**src/hdl/ccs_pkg.sv**
```systemverilog
package ccs_pkg;

  localparam int unsigned DATA_W    = 32;
  localparam int unsigned WORK_W    = 14;
  localparam logic [WORK_W-1:0] WORK_MAX  = {WORK_W{1'b1}};
  localparam logic [2:0]        CMP_COST  = 3'd1;
  localparam logic [2:0]        SWAP_COST = 3'd3;

  typedef logic signed [DATA_W-1:0] data_t;
  typedef logic [WORK_W-1:0]        work_t;

  typedef enum logic [2:0] {
    S_LOAD,
    S_CHK,
    S_CMP,
    S_SWAP,
    S_EMIT_RD,
    S_EMIT_OUT
  } state_t;

endpackage

```
**src/hdl/ccs_if.sv**
```systemverilog
interface ccs_in_if import ccs_pkg::*; ();
  logic  valid;
  logic  ready;
  data_t value;
  logic  last_in;

  modport source (output valid, value, last_in, input ready);
  modport sink (input valid, value, last_in, output ready);
endinterface

interface ccs_out_if import ccs_pkg::*; ();
  logic  valid;
  logic  ready;
  data_t sorted_value;
  logic  last_out;
  work_t work_count;

  modport source (output valid, sorted_value, last_out, work_count, input ready);
  modport sink (input valid, sorted_value, last_out, work_count, output ready);
endinterface

```
**src/hdl/cocktail_shaker_sort_with_work_count.sv**
```systemverilog
// Collects up to MAX_ELEMENTS signed 32-bit values, one per request, until a
// request flagged last_in (or the one that fills the store), then sorts them
// ascending by cocktail shaker sort and returns them in order, the final one
// flagged, each carrying the work count (one per comparison, three more per
// swap, saturating at 16383). The sort runs one compare unit over a single
// element memory with two read ports and one write port: S_CHK reads a pair,
// S_CMP compares it and writes the lower slot of a swap, S_SWAP the upper.
// Each result is read in S_EMIT_RD and held in S_EMIT_OUT until taken. No
// request is taken from the closing element until the last result leaves.
module cocktail_shaker_sort_with_work_count
  import ccs_pkg::*;
#(
  parameter int unsigned MAX_ELEMENTS = 64
) (
  input  logic          clk,
  input  logic          rst_n,
  ccs_in_if.sink        in_req,
  ccs_out_if.source     out_res
);

  localparam int unsigned IDX_W = (MAX_ELEMENTS > 2) ? $clog2(MAX_ELEMENTS) : 1;
  localparam int unsigned CNT_W = $clog2(MAX_ELEMENTS + 1);

  typedef logic [IDX_W-1:0] idx_t;
  typedef logic [CNT_W-1:0] cnt_t;

  data_t mem [MAX_ELEMENTS];

  state_t state_r, state_nxt;
  cnt_t   count_r, count_nxt;
  idx_t   left_r, left_nxt;
  idx_t   right_r, right_nxt;
  idx_t   lsp_r, lsp_nxt;
  idx_t   j_r, j_nxt;
  idx_t   k_r, k_nxt;
  logic   fwd_r, fwd_nxt;
  work_t  work_r, work_nxt;
  data_t  rd_a_r, rd_b_r;

  logic   mem_we;
  idx_t   mem_waddr;
  data_t  mem_wdata;
  logic   rd_en;
  idx_t   rd_addr_a, rd_addr_b;

  idx_t   lo_idx, hi_idx, j_step;
  logic   swap_hit, emit_last, load_done;
  logic [WORK_W:0] work_sum;

  assign lo_idx    = fwd_r ? j_r : j_r - idx_t'(1);
  assign hi_idx    = lo_idx + idx_t'(1);
  assign j_step    = fwd_r ? j_r + idx_t'(1) : j_r - idx_t'(1);
  assign swap_hit  = rd_a_r > rd_b_r;
  assign work_sum  = {1'b0, work_r} + (WORK_W + 1)'(swap_hit ? CMP_COST + SWAP_COST : CMP_COST);
  assign emit_last = (cnt_t'({1'b0, k_r}) + cnt_t'(1)) == count_r;
  assign load_done = in_req.last_in || (count_r == cnt_t'(MAX_ELEMENTS - 1));

  assign in_req.ready         = (state_r == S_LOAD);
  assign out_res.valid        = (state_r == S_EMIT_OUT);
  assign out_res.sorted_value = rd_a_r;
  assign out_res.last_out     = emit_last;
  assign out_res.work_count   = work_r;

  always_ff @(posedge clk) begin
    if (mem_we) begin
      mem[mem_waddr] <= mem_wdata;
    end
    if (rd_en) begin
      rd_a_r <= mem[rd_addr_a];
      rd_b_r <= mem[rd_addr_b];
    end
  end

  always_ff @(posedge clk) begin
    if (!rst_n) begin
      state_r <= S_LOAD;
      count_r <= '0;
      left_r  <= '0;
      right_r <= '0;
      lsp_r   <= '0;
      j_r     <= '0;
      k_r     <= '0;
      fwd_r   <= 1'b0;
      work_r  <= '0;
    end else begin
      state_r <= state_nxt;
      count_r <= count_nxt;
      left_r  <= left_nxt;
      right_r <= right_nxt;
      lsp_r   <= lsp_nxt;
      j_r     <= j_nxt;
      k_r     <= k_nxt;
      fwd_r   <= fwd_nxt;
      work_r  <= work_nxt;
    end
  end

  always_comb begin
    state_nxt = state_r;
    count_nxt = count_r;
    left_nxt  = left_r;
    right_nxt = right_r;
    lsp_nxt   = lsp_r;
    j_nxt     = j_r;
    k_nxt     = k_r;
    fwd_nxt   = fwd_r;
    work_nxt  = work_r;
    mem_we    = 1'b0;
    mem_waddr = lo_idx;
    mem_wdata = rd_b_r;
    rd_en     = 1'b0;
    rd_addr_a = lo_idx;
    rd_addr_b = hi_idx;

    case (state_r)
      S_LOAD: begin
        mem_waddr = count_r[IDX_W-1:0];
        mem_wdata = in_req.value;
        if (in_req.valid) begin
          mem_we    = 1'b1;
          count_nxt = count_r + cnt_t'(1);
          if (load_done) begin
            work_nxt  = '0;
            left_nxt  = '0;
            right_nxt = count_r[IDX_W-1:0];
            lsp_nxt   = count_r[IDX_W-1:0];
            j_nxt     = count_r[IDX_W-1:0];
            fwd_nxt   = 1'b0;
            k_nxt     = '0;
            state_nxt = (count_r == '0) ? S_EMIT_RD : S_CHK;
          end
        end
      end

      S_CHK: begin
        if (!fwd_r) begin
          if (j_r > left_r) begin
            rd_en     = 1'b1;
            state_nxt = S_CMP;
          end else begin
            left_nxt = lsp_r;
            j_nxt    = lsp_r;
            fwd_nxt  = 1'b1;
          end
        end else begin
          if (j_r < right_r) begin
            rd_en     = 1'b1;
            state_nxt = S_CMP;
          end else begin
            right_nxt = lsp_r;
            if (left_r < lsp_r) begin
              j_nxt   = lsp_r;
              fwd_nxt = 1'b0;
            end else begin
              k_nxt     = '0;
              state_nxt = S_EMIT_RD;
            end
          end
        end
      end

      S_CMP: begin
        work_nxt = work_sum[WORK_W] ? WORK_MAX : work_sum[WORK_W-1:0];
        if (swap_hit) begin
          mem_we    = 1'b1;
          lsp_nxt   = j_r;
          state_nxt = S_SWAP;
        end else begin
          j_nxt     = j_step;
          state_nxt = S_CHK;
        end
      end

      S_SWAP: begin
        mem_we    = 1'b1;
        mem_waddr = hi_idx;
        mem_wdata = rd_a_r;
        j_nxt     = j_step;
        state_nxt = S_CHK;
      end

      S_EMIT_RD: begin
        rd_en     = 1'b1;
        rd_addr_a = k_r;
        state_nxt = S_EMIT_OUT;
      end

      S_EMIT_OUT: begin
        if (out_res.ready) begin
          if (emit_last) begin
            count_nxt = '0;
            state_nxt = S_LOAD;
          end else begin
            k_nxt     = k_r + idx_t'(1);
            state_nxt = S_EMIT_RD;
          end
        end
      end

      default: begin
        state_nxt = S_LOAD;
      end
    endcase
  end

  a_no_overlap: assert property (@(posedge clk) disable iff (!rst_n)
    in_req.ready |-> !out_res.valid)
    else $error("request taken while a result is pending");

  a_count_bound: assert property (@(posedge clk) disable iff (!rst_n)
    count_r <= cnt_t'(MAX_ELEMENTS))
    else $error("element count beyond store depth");

  a_back_window: assert property (@(posedge clk) disable iff (!rst_n)
    (state_r == S_CMP && !fwd_r) |-> j_r > left_r)
    else $error("backward compare outside unsorted bounds");

  a_fwd_window: assert property (@(posedge clk) disable iff (!rst_n)
    (state_r == S_CMP && fwd_r) |-> j_r < right_r)
    else $error("forward compare outside unsorted bounds");

  a_work_hold: assert property (@(posedge clk) disable iff (!rst_n)
    (state_r == S_EMIT_OUT && $past(state_r == S_EMIT_OUT)) |-> $stable(work_r))
    else $error("work count changed during emission");

  a_set_done: assert property (@(posedge clk) disable iff (!rst_n)
    (out_res.valid && out_res.ready && out_res.last_out) |=> in_req.ready)
    else $error("not ready for a new set after the final result");

endmodule
```
**src/flat_wrapper.sv**
```systemverilog
// flat-port wrapper written by rule: the top's interface ports become plain ports
module cocktail_shaker_sort_with_work_count_flat import ccs_pkg::*;
#(
  parameter int unsigned MAX_ELEMENTS = 64
)
  (clk, rst_n, in_req_valid, in_req_value, in_req_last_in, in_req_ready, out_res_valid, out_res_sorted_value, out_res_last_out, out_res_work_count, out_res_ready);
  ccs_in_if in_req_i ();
  ccs_out_if out_res_i ();
  input  logic clk;
  input  logic rst_n;
  input wire logic [$bits(in_req_i.valid)-1:0] in_req_valid;
  input wire logic [$bits(in_req_i.value)-1:0] in_req_value;
  input wire logic [$bits(in_req_i.last_in)-1:0] in_req_last_in;
  output wire logic [$bits(in_req_i.ready)-1:0] in_req_ready;
  output wire logic [$bits(out_res_i.valid)-1:0] out_res_valid;
  output wire logic [$bits(out_res_i.sorted_value)-1:0] out_res_sorted_value;
  output wire logic [$bits(out_res_i.last_out)-1:0] out_res_last_out;
  output wire logic [$bits(out_res_i.work_count)-1:0] out_res_work_count;
  input wire logic [$bits(out_res_i.ready)-1:0] out_res_ready;
  assign in_req_i.valid = in_req_valid;
  assign in_req_i.value = in_req_value;
  assign in_req_i.last_in = in_req_last_in;
  assign in_req_ready = in_req_i.ready;
  assign out_res_valid = out_res_i.valid;
  assign out_res_sorted_value = out_res_i.sorted_value;
  assign out_res_last_out = out_res_i.last_out;
  assign out_res_work_count = out_res_i.work_count;
  assign out_res_i.ready = out_res_ready;
  cocktail_shaker_sort_with_work_count #(.MAX_ELEMENTS(MAX_ELEMENTS)) u_core (.clk(clk), .rst_n(rst_n), .in_req(in_req_i), .out_res(out_res_i));
endmodule
```
**config.mk**
```make
export PLATFORM = sky130hd
export DESIGN_NAME = cocktail_shaker_sort_with_work_count_flat
export DESIGN_NICKNAME = d
export VERILOG_FILES = /design/src/hdl/ccs_pkg.sv /design/src/hdl/ccs_if.sv /design/src/hdl/cocktail_shaker_sort_with_work_count.sv /design/src/flat_wrapper.sv
export SDC_FILE = /design/constraint.sdc
export NUM_CORES = 2
export LEC_CHECK = 0
export BUFFER_PORTS_ARGS = -buffer_cell sky130_fd_sc_hd__buf_2
export CORE_MARGIN = 3
export CORE_UTILIZATION = 45
export DETAILED_ROUTE_END_ITERATION = 10
export PLACE_DENSITY = 0.64
export SLEW_MARGIN = 30
export SYNTH_ARGS = -nofsm -noshare
export SYNTH_HDL_FRONTEND = slang
export SYNTH_SLANG_ARGS = --single-unit
```
**constraint.sdc**
```tcl
create_clock -name clk -period 15.1 [get_ports clk]
set_clock_uncertainty 0.15 [all_clocks]
set_input_delay 1.51 -clock clk [delete_from_list [all_inputs] [get_ports clk]]
set_output_delay 1.51 -clock clk [all_outputs]
set_load 0.1 [all_outputs]
```
==> results.yml <==
status:
  status: "completed"
placement:
  gp_congestion: 0.884
  place.port_buffers: 85
  pre_cts_ws_ps: 7760
  hpwl_microns: 181000
global_route:
  grt_remaining_overflow: 0
  grt_use_total_pct: 28.0
  first_global_vias: 61016
  grt_max_degree: 118
  grt_antenna_before_repair: 5
  grt_pass1_wl_microns: 467000
critical_path:
  worstPathRequired_ps: 15540
  endpoint_kind: "flip-flop"
  path_cells: "inv_1 -> ha_4 -> buf_4 -> buf_4 -> buf_6 -> buf_4 -> mux4_2 -> and2_1 -> a211oi_1 -> a211oi_1 -> a311oi_1 -> a21oi_1"
  cp_slowest_cell: "buf_4"
  start_kind: "flip-flop"
  critPathKind: "reg -> reg"
  critical_path.max_fanout: 58
  crit_family: "buffers and inverters"
  cp_num_buf_inv: 5
  cp.arrival_ps: 7500
  crit_top_cell: "buf_4"
  cpPeakStageDelay_ps: 860
synthesis:
  netlist_area_sq_mm: 0.103
  synth_cell_types: 69
  synth_ff_type: "edfxtp_1"
  ys_seq_elements: 2167
  synth.net_count: 5659
  async_flop_share_pct: 0
  synth-seq-area-share_pct: 62.7
  synth_cells: 5564
  synth_warnings: 0
  synth_area_per_cell_sq_um: 18.5
  synth_edf_count: 2112
route:
  drcViolationCount: 0
  vias: 61614
  vias_per_cell: 7.00
  routedWlPerCell_microns: 37.6
  ant_nets: 0
  drt_wl_total_microns: 331000
  drtPass1Iterations: 8
  first_iter_violations: 8849
floorplanning:
  die_y_microns: 484
  num_io_pins: 86
  fp.dieW_microns: 484
  dieArea_sq_mm: 0.234
  num_rows: 174
  core_sq_mm: 0.226
  start_util_pct: 45.5
clocking:
  cts_resized: 0
  cts_sinks: 2167
  cts_tree: "built"
  clock_path_buffers: 3
  clock_latency_ps: 880
  path_clk_slew_ps: 70
  cts-root-buf: "clkbuf_16"
  cts_made_buffers: 218
  cts_setup_buffers: 0
  cts_hold_buf: 0
  htreeDepth: 4
timing:
  hold_viol: 0
  period_needed_ps: 7070
  setup_slack_ps: 8030
  fin_crit_sh_pct: 46.8
  slew_violations: 0
  final.setup.tns_ps: 0
  max_freq_mhz: 141
  tightest_slew_ps: 1080
  final-setup-viol-count: 0
  timing.slew.headroom_pct: 28.1
  rsz0062_at_grt: "false"
min_path:
  hp-class: "reg -> reg"
layout:
  layout-drive-gt1-share_pct: 30.2
  syn_to_final_growth_pct: 11.7
  mostFrequentLayoutCells: "2112 x edfxtp_1, 1024 x mux4_2, 386 x a211oi_1, 324 x mux2i_1, 279 x a21oi_1"
  layout_commonest_cell: "edfxtp_1"
  nets: 5721
job:
  cap_violations: 0
==> logic make-up (layout without fill, tap and decap cells) <==
group / after synthesis / after routing / share of synthesized area, %
AO/OA/AOI/OAI: 846 / 846 / 5.42
XOR/XNOR: 25 / 25 / 0.252
multiplexers: 1351 / 1351 / 25.6
buffers and inverters: 514 / 755 / 2.22
other: 0 / 3 / 0
flip-flops: 2167 / 2167 / 62.7
adder cells (fa/ha/maj): 60 / 60 / 0.726
AND/OR/NAND/NOR: 601 / 601 / 3.05
==> layout make-up <==
class	instances	area [sq um]
timing repair buffer	291	2400
fill	17980	111000
multi-input combinational	2883	37000
clock buffer	260	5630
clock inverter	139	1260
inverter	65	244
antenna	3	7.51
tap	2992	3740
sequential	2167	64500
==> routing by layer <==
layer	share of wire [%]	GRT usage (%)	routed length, microns	up-vias
met5	0.044	0	147	-
met4	4.7	11.8	15700	2
met3	12	7.38	40200	778
met2	46	43.3	153000	4230
met1	37	37.8	122000	32815
li1	-	-	-	23789
==> per-stage QoR <==
stage	util [%]	cells	area, sq um	hold slack [ps]
2_1_floorplan	-	5564	103000	311
3_3_place_gp	47.6	8378	107000	339
3_5_place_dp	47.7	8395	108000	345
4_1_cts	50.8	8794	115000	353
5_1_grt	50.8	8798	115000	366
6_report	50.8	8800	115000	354
==> registers in the layout, indices dropped and copies added, names as in the netlist <==
name,flops
u_core.count_r,7
u_core.fwd_r,1
u_core.j_r,6
u_core.k_r,6
u_core.left_r,6
u_core.lsp_r,6
u_core.mem,2048
u_core.out_res.sorted_value,32
u_core.out_res.work_count,14
u_core.rd_b_r,32
u_core.right_r,6
u_core.state_r,3
==> synth_stat cells, drive strengths merged (58+ instances only) <==
cell type | n | area (sq um)
mux4 | 1024 | 23100
a211oi | 386 | 2900
nor2b | 132 | 826
nor2 | 117 | 439
and2 | 103 | 644
ha | 58 | 726
mux2i | 324 | 3240
buf | 206 | 1130
edfxtp | 2112 | 63400
nand2 | 134 | 503
o21ai | 60 | 300
clkbuf | 243 | 912
inv | 65 | 244
a21oi | 280 | 1400
==> worst register-to-register path: cells and delay by family (launching register included) <==
| kind | cells | cell delay (ps) |
|---|---|---|
| buf+inv | 5 | 3600 |
| fa+ha+maj | 1 | 790 |
| flops | 1 | 610 |
| mux | 1 | 430 |
| compound gates | 4 | 1050 |
| simple gates | 1 | 170 |
==> worst paths after layout <==
kind / start / to / slack, ps / cells after the start
max: u_core.fwd_r$_SDFFE_PN0P_ / u_core.rd_b_r[24]$_DFFE_PP_ / 8030 / 12
min: u_core.lsp_r[4]$_SDFFE_PN0P_ / u_core.lsp_r[4]$_SDFFE_PN0P_ / 350 / 2
max reg2reg: u_core.fwd_r$_SDFFE_PN0P_ / u_core.rd_b_r[24]$_DFFE_PP_ / 8030 / 12
min reg2reg: u_core.lsp_r[4]$_SDFFE_PN0P_ / u_core.lsp_r[4]$_SDFFE_PN0P_ / 350 / 2
Power is left out: the tool's default activity adds up to more than one toggle a clock period on the data nets, which glitch-free logic cannot reach.
